### config.mk
export PLATFORM = sky130hd
export DESIGN_NAME = gfa_queue
export DESIGN_NICKNAME = d
export VERILOG_FILES = /design/src/gfa_pkg.sv /design/src/gfa_queue.sv
export SDC_FILE = /design/constraint.sdc
export NUM_CORES = 1
export LEC_CHECK = 0
export BUFFER_PORTS_ARGS = -buffer_cell sky130_fd_sc_hd__buf_2
export CORE_UTILIZATION = 54
export CTS_BUF_LIST = sky130_fd_sc_hd__clkbuf_4 sky130_fd_sc_hd__clkbuf_8
export DETAILED_ROUTE_END_ITERATION = 8
export GPL_TIMING_DRIVEN = 0
export PLACE_DENSITY = 0.85
export SLEW_MARGIN = 15
export SYNTH_ARGS = -nofsm -noshare
export SYNTH_HDL_FRONTEND = slang
export SYNTH_SLANG_ARGS = --single-unit
export TNS_END_PERCENT = 10
### constraint.sdc
create_clock -name clk -period 2.8 [get_ports clk]
set_clock_uncertainty 0.2 [all_clocks]
set_input_delay 0.7 -clock clk [delete_from_list [all_inputs] [get_ports clk]]
set_output_delay 0.7 -clock clk [all_outputs]
set_load 0.05 [all_outputs]
### src/gfa_pkg.sv
// Shared types, constants, the GF(2^15) multiply function and a bit-reverse function.
// No dependencies.
package gfa_pkg;

    localparam int FieldBits = 15;
    localparam int ProdBits  = 2 * FieldBits - 1;
    localparam int InvSteps  = 2 * (FieldBits - 1);

    typedef logic [FieldBits-1:0] elem_t;
    typedef logic [2:0]           opcode_t;

    localparam opcode_t OP_ADD = 3'd0;
    localparam opcode_t OP_MUL = 3'd1;
    localparam opcode_t OP_INV = 3'd2;
    localparam opcode_t OP_DIV = 3'd3;
    localparam opcode_t OP_REV = 3'd4;

    typedef enum logic [1:0] {
        KIND_DONE,
        KIND_INV,
        KIND_DIV
    } kind_t;

    typedef struct packed {
        kind_t kind;
        elem_t x;    // element to invert
        elem_t aux;  // finished result, or dividend
    } entry_t;

    // carry-less product, one fold of bits 15..28 using z^15 = z + 1
    function automatic elem_t gf_mul(elem_t x, elem_t y);
        logic [ProdBits-1:0] prod;
        logic [ProdBits-1:0] hi;
        logic [ProdBits-1:0] folded;
        prod = '0;
        for (int k = 0; k < FieldBits; k++)
        begin
            if (y[k])
            begin
                prod = prod ^ ({{(FieldBits-1){1'b0}}, x} << k);
            end
        end
        hi = {prod[ProdBits-1:FieldBits], {FieldBits{1'b0}}};
        folded = prod ^ (hi >> (FieldBits - 1)) ^ (hi >> FieldBits);
        return folded[FieldBits-1:0];
    endfunction

    function automatic elem_t bit_rev(elem_t v);
        elem_t r;
        for (int k = 0; k < FieldBits; k++)
        begin
            r[k] = v[FieldBits-1-k];
        end
        return r;
    endfunction

endpackage

### src/gfa_queue.sv
// Two-entry queue between front and back end.
// Depends on gfa_pkg.
module gfa_queue
    import gfa_pkg::*;
(
    input  logic   clk,
    input  logic   rst_n,
    input  logic   push,
    input  entry_t push_data,
    output logic   full,
    input  logic   pop,
    output logic   nonempty,
    output entry_t head
);

    entry_t     mem_reg [2];
    logic       wr_ptr_reg, wr_ptr_next;
    logic       rd_ptr_reg, rd_ptr_next;
    logic [1:0] count_reg, count_next;
    logic       do_pop;

    assign full     = (count_reg == 2'd2);
    assign nonempty = (count_reg != 2'd0);
    assign head     = mem_reg[rd_ptr_reg];
    assign do_pop   = pop && nonempty;

    always_comb
    begin
        wr_ptr_next = push ? !wr_ptr_reg : wr_ptr_reg;
        rd_ptr_next = do_pop ? !rd_ptr_reg : rd_ptr_reg;
        count_next  = count_reg + {1'b0, push} - {1'b0, do_pop};
    end

    always_ff @(posedge clk or negedge rst_n)
    begin
        if (!rst_n)
        begin
            wr_ptr_reg <= 1'b0;
            rd_ptr_reg <= 1'b0;
            count_reg  <= 2'd0;
        end
        else
        begin
            wr_ptr_reg <= wr_ptr_next;
            rd_ptr_reg <= rd_ptr_next;
            count_reg  <= count_next;
        end
    end

    always_ff @(posedge clk)
    begin
        if (push)
        begin
            mem_reg[wr_ptr_reg] <= push_data;
        end
    end

    a_count_max: assert property (@(posedge clk) disable iff (!rst_n)
        count_reg != 2'd3) else $error("queue count overflow");
    a_no_push_full: assert property (@(posedge clk) disable iff (!rst_n)
        full |-> !push) else $error("push into full queue");
    a_ptr_gap: assert property (@(posedge clk) disable iff (!rst_n)
        (count_reg == 2'd1) |-> (wr_ptr_reg != rd_ptr_reg))
        else $error("queue pointers disagree with count");

endmodule

==> summary.txt, run 1 <==
Flow run
  • Reported max-cap violation count: 0

Drt
  • Vias: between 1k and 1.5k
  • Final ANT Viol Nets: 0
  • Residual DRC: 0
  • Initial DRC Count: 87
  • Final WL: 4180 um
  • Vias/cell: 4.841
  • DR WL/cell: roughly 15 um
  • Drt pass-1 iters: 4

Layout
  • Max reg flops: 64
  • Antenna diode count: 0
  • Synth-to-layout area growth: 25.89%
  • Commonest non-fill, non-tap cells in the layout: 69 x buf_2, 64 x edfxtp_1, 29 x mux2_4, 9 x clkbuf_8, 4 x dfrtp_1
  • Fin nets: between 200 and 250
  • Final instance area: 3352 um2
  • Share of layout cells above drive strength 1: 60.78%
  • Commonest non-fill, non-tap cell in the layout: buf_2

GRT
  • M1 GR Usage: ~18%
  • Vias in the first global route: ~1.4k
  • Gr usage total: 17.29%
  • GR peak layer: met2
  • Met3 usage: under 10%
  • First-pass GRT wire length: approximately 6400 um
  • Initial antenna violation count: 0
  • GR Overflow Total: 0
  • M2 GR Usage: approximately 29%
  • Largest net degree at the start of global routing: 33

Critical path
  • Cell Chain, Critical Path: buf_6 -> buf_12 -> mux2_4 -> buf_2
  • Critical-path top delay cell: dfrtp_1
  • Max stage delay on crit path: ~0.38 ns
  • CP Class: register to primary output
  • Critical Path Start Type: register
  • Arrival @ worst endpoint: about 1.5 ns
  • Critical Path RT: ~1.9 ns
  • Max FO, Critical Path: 10
  • Crit. End Element: primary output

Clock tree
  • Clk_lat worst skew: 0.33 ns
  • Htree depth: 3
  • Clk slew on worst S/H paths: around 0.07 ns
  • Hold_buf cts: 1
  • Number of post-CTS setup repair buffers: 0
  • Clock Sinks: 68
  • Post-CTS sizing: 0
  • CTS tree: yes
  • Max Root-Sink Buffers: 2
  • TritonCTS buffer count: 9
  • CTS Root Cell: clkbuf_8

Synthesis
  • Yosys warns: 0
  • Sequential fraction of the synthesis area: between 70% and 80%
  • Post-synthesis xor/xnor area fraction: 1.316%
  • Largest family of logic cells by synthesized area: multiplexers
  • Post-synthesis mux area share: 17.62%
  • Adder-Cell Fraction of Synth Area: less than 1%
  • #FFs+latches synth: 68
  • Simple-Gate Fraction of Synth Area: less than 1%
  • Synth Cell Area: approximately 2700 um2
  • Mapped Cells: between 100 and 150
  • Complex-gate fraction of the synthesized area: 0.2820%
  • Avg Cell Area, Syn: 22.76 um2
  • Synthesized Nets: 155
  • Synth unique cells: 14

STA
  • Crit share post-route: approximately 86%
  • Fmax: about 410 MHz
  • Fin crit period: between 2 and 2.5 ns
  • Max Slew Vio Count: 0
  • Setup TNS: 0 ns
  • Final Hold Vio Count: 0
  • Final worst slack: a little under 0.4 ns
  • Rel. slew slack: 48.79%
  • Final setup violation count: 0
  • Worst slew pin tran: 0.7681 ns
  • RSZ-0062 raised after global routing: false

Placed design
  • Pre-CTS WS: slightly below 0.7 ns
  • Number of I/O port buffers: between 60 and 70
  • GP Congestion: 0.6238
  • Area after DPL: 3128 um2
  • HPWL after DPL: between 2000 and 3000 um

Floorplanning
  • Die footprint: between 5000 and 6000 um2
  • Die height: around 72 um
  • I/O pins: 70
  • Core footprint: around 4700 um2
  • Site row count: 25
  • Initial Util: roughly 56%
  • Die Span X: 72.22 um

Hold path
  • Worst min-delay path class: input pin to register

Power
  • Leak Pwr: roughly 1.4 nW
  • Peak supply drop: between 0.7 and 0.8 mV
  • Pwr dens: around 1200 nW/um2

Run status
  • Status: finished, final reports clean
[cells in the mapped netlist, drive strengths merged]
cell type | count | area [um2]
and2 | 1 | 6.260
buf | 4 | 71.32
dfrtp | 4 | 100.1
edfxtp | 64 | 1922
ha | 2 | 25.02
inv | 2 | 7.510
mux2 | 32 | 469.2
nor2b | 2 | 12.51
o21a | 1 | 7.510
or2 | 1 | 6.260
xnor2 | 2 | 17.52
xor2 | 2 | 17.52
[per-layer routing]
layer / vias to the layer above / share of wire (%) / routed length (um)
li1: 616 / - / -
met1: 630 / 39 / 1619
met2: 53 / 54 / 2237
met3: 13 / 5.3 / 221
met4: 0 / 2.4 / 102
met5: - / 0 / 0
[worst max-delay path, delay by kind of cell, from the launching register on]
| kind | cells | cell delay (ns) |
|---|---|---|
| multiplexers | 1 | 0.30 |
| flip-flops | 1 | 0.38 |
| buffers and inverters | 3 | 0.51 |
[power by group]
part	switching (mW)	leakage (nW)	total, mW	internal, mW
sequential	0.0739	0.647	1.43	1.36
clock	0.359	0.107	0.857	0.498
combinational	1.17	0.628	1.82	0.648
[logic make-up after synthesis]
group           after synthesis
compound gates                1
simple gates                  4
xor+xnor                      4
mux                          32
fa+ha+maj                     2
buf+inv                       6
flops                        68
[final timing paths]
check | startpoint | slack [ns] | cells past startpoint | endpoint
max reg2reg | count_reg[1] | 1.06 | 6 | count_reg[1]
min reg2reg | wr_ptr_reg | 0.36 | 1 | wr_ptr_reg
max | rd_ptr_reg | 0.39 | 4 | head[12]
min | push_data[19] | 0.35 | 1 | mem_reg[0][19]
min in group asynchronous | rst_n | 0.50 | 2 | count_reg[0]
max in group asynchronous | rst_n | 1.78 | 2 | rd_ptr_reg
[per-stage QoR]
step	hold slack, ns	cells	power, mW	util [%]
after CTS	0.3324	271	4.148	70.97
after global placement	0.2692	253	3.207	65.46
final	0.3495	271	4.106	70.97
after global routing	0.3330	271	4.269	70.97
after floorplan	0.2044	117	2.938	-
after detailed placement	0.3114	254	3.286	66.23
[cell type report]
cell class	instances	area, um2
Buffer	4	71.32
Clock buffer	9	123.9
Clock inverter	7	90.09
Fill cell	303	1371
Inverter	2	7.507
Multi-Input combinational cell	43	570.5
Sequential cell	68	2022
Tap cell	67	83.83
Timing Repair Buffer	71	382.9
No activity file was read; power rests on OpenSTA's default activity.
==> run 2, diff against run 1 <==
Settings changed: BUFFER_PORTS_ARGS -buffer_cell sky130_fd_sc_hd__buf_2 to default, CORE_UTILIZATION 54 to 63, DONT_BUFFER_PORTS from default to 1, PLACE_DENSITY 0.85 to 0.83.
==> run 2 against run 1 <==
Power fell by 7.4%. Largest cell class unchanged. Register-to-register slack barely moved. Worst hold slack got worse by 0.10 ns. Non-clock buffer count fell by 69. Critical endpoint is now full.
==> summary.txt, run 2 (synthesis gave the netlist of run 1 again) <==
STA
  • Final setup violation count: 0
  • Crit share post-route: about 86%
  • Setup TNS: 0 ns
  • Max Slew Vio Count: 0
  • Final Hold Vio Count: 0
  • Fin crit period: 2.394 ns
  • Fmax: around 420 MHz
  • Worst slew pin tran: 0.9322 ns
  • Rel. slew slack: between 30% and 40%
  • RSZ-0062 raised after global routing: false

Power
  • Pwr dens: around 1300 nW/um2
  • Sw Ratio: roughly 40%
  • Switching pwr: between 1.5 and 2 mW
  • Logic pwr share: ~43%
  • Peak supply drop: around 0.7 mV
  • Reg power frac: 37.5%
  • Pint: between 2 and 2.5 mW
  • Clock power share: roughly a fifth
  • Leak Pwr: 1.100 nW
  • Total power: approximately 3.8 mW

Layout
  • Number of fill cells: between 200 and 300
  • Multi-input logic area: 570.5 um2
  • Commonest non-fill, non-tap cells in the layout: 64 x edfxtp_1, 29 x mux2_4, 9 x clkbuf_8, 4 x dfrtp_1
  • Synth-to-layout area growth: 11.09%
  • Commonest non-fill, non-tap cell in the layout: edfxtp_1
  • Max reg flops: 64
  • FF+latch area: about 2000 um2
  • Share of layout cells above drive strength 1: 39.26%
  • Final instance area: approximately 3000 um2
  • Non-Filler Instances: 185
  • Fin nets: 168
  • Antenna diode count: 0

Critical path
  • R2r setup slk: approximately 1.1 ns
  • Critical path buffer and inverter count: 0
  • Crit. End Element: primary output
  • Critical Path Start Type: register
  • Arrival @ worst endpoint: 1.49 ns
  • Max FO, Critical Path: 4
  • CP Class: register to primary output
  • Critical-path top delay cell: nor2b_1
  • Cell Chain, Critical Path: nor2b_1
  • Max stage delay on crit path: 0.76 ns
  • Critical Path RT: around 1.9 ns
  • CP top delay family: simple AND/OR/NAND/NOR gates

GRT
  • GR Overflow Total: 0
  • Gr usage total: 17.16%
  • Vias in the first global route: roughly 1.1k
  • First-pass GRT wire length: roughly 5000 um
  • Largest net degree at the start of global routing: 33
  • Initial antenna violation count: 0

Clock tree
  • Clock Sinks: between 60 and 70
  • Clk_lat worst skew: 0.33 ns
  • Post-CTS sizing: 0
  • CTS Root Cell: clkbuf_8
  • Max Root-Sink Buffers: 2
  • Number of post-CTS setup repair buffers: 0
  • CTS tree: yes
  • Htree depth: 3
  • Clk slew on worst S/H paths: approximately 0.060 ns
  • Hold_buf cts: 1
  • TritonCTS buffer count: 9

Floorplanning
  • Site row count: 23
  • Core footprint: slightly above 4000 um2
  • Die Span X: roughly 67 um
  • I/O pins: 70
  • Initial Util: roughly 66%
  • Die height: approximately 67 um
  • Die footprint: around 4500 um2

Placed design
  • Area after DPL: roughly 2800 um2
  • GP Congestion: roughly 0.65
  • Placed cell count: between 150 and 200
  • Number of I/O port buffers: 0
  • HPWL after DPL: ~2400 um

Flow run
  • Reported max-cap violation count: 0

Drt
  • Vias: between 1k and 1.5k
  • Final ANT Viol Nets: 0
  • Vias/cell: between 5 and 6
  • Initial DRC Count: 86
  • Final WL: approximately 3500 um
  • Residual DRC: 0
  • DR WL/cell: ~19 um
  • Drt pass-1 iters: 4

Hold path
  • Worst min-delay path class: input pin to register

Run status
  • Status: finished, final reports clean
==> run 2: changes by cell type in the layout (fill, tap and decap cells not counted), sizes merged <==
cell	delta
buf	-69
clkinv	+2
clkinvlp	-1
bufinv	-1
inv	-1
clkbuf	+1
==> run 2: through the flow <==
stage               hold slack [ns]  utilization [%]  setup WS [ns]
finish                       0.2487            73.42         0.4057
global route                 0.2306            73.42         0.3175
CTS                          0.2327            73.42         0.3812
detailed placement           0.2045            68.54         0.7646
global placement             0.2045            67.64        -0.5846
floorplan                    0.2044                -        0.02750
==> run 2: final timing paths <==
check / startpoint / end / cells past startpoint
max: count_reg[1] / full / 1
min: push / wr_ptr_reg / 1
max in group asynchronous: rst_n / rd_ptr_reg / 1
min reg2reg: wr_ptr_reg / wr_ptr_reg / 1
min in group asynchronous: rst_n / wr_ptr_reg / 1
max reg2reg: count_reg[1] / count_reg[1] / 6
==> run 2: worst reg2reg max path: stages (launching register included) <==
cell     delay (ns)
dfrtp_1        0.42
o21a_1         0.23
ha_1           0.28
inv_1          0.04
ha_1           0.18
xnor2_1        0.18
xnor2_1        0.14
==> run 2: layout make-up <==
type                            instances  share of cell area, %
Sequential cell                        68                  68.36
Inverter                                2                 0.2538
Buffer                                  4                  2.411
Clock buffer                           10                  4.442
Timing Repair Buffer                    2                  1.269
Tap cell                               50                  2.115
Multi-Input combinational cell         43                  19.29
Clock inverter                          6                  1.861
==> run 2: routing by layer <==
metal | vias to the layer above | GRT usage (%) | part of all wire [%]
met2 | 45 | 25.87 | 51
li1 | 477 | - | -
met5 | - | 0 | 0
met1 | 508 | 17.44 | 36
met4 | 0 | 11.17 | 1.6
met3 | 8 | 10.79 | 11
==> run 2: power by group through the flow <==
stage          Combinational (mW)  Clock [mW]  Sequential [mW]
5_1_grt                      1.70       0.804             1.44
2_1_floorplan                1.51           0             1.43
6_report                     1.63       0.743             1.43
3_3_place_gp                 1.60           0             1.44
3_5_place_dp                 1.66           0             1.45
4_1_cts                      1.66       0.761             1.43
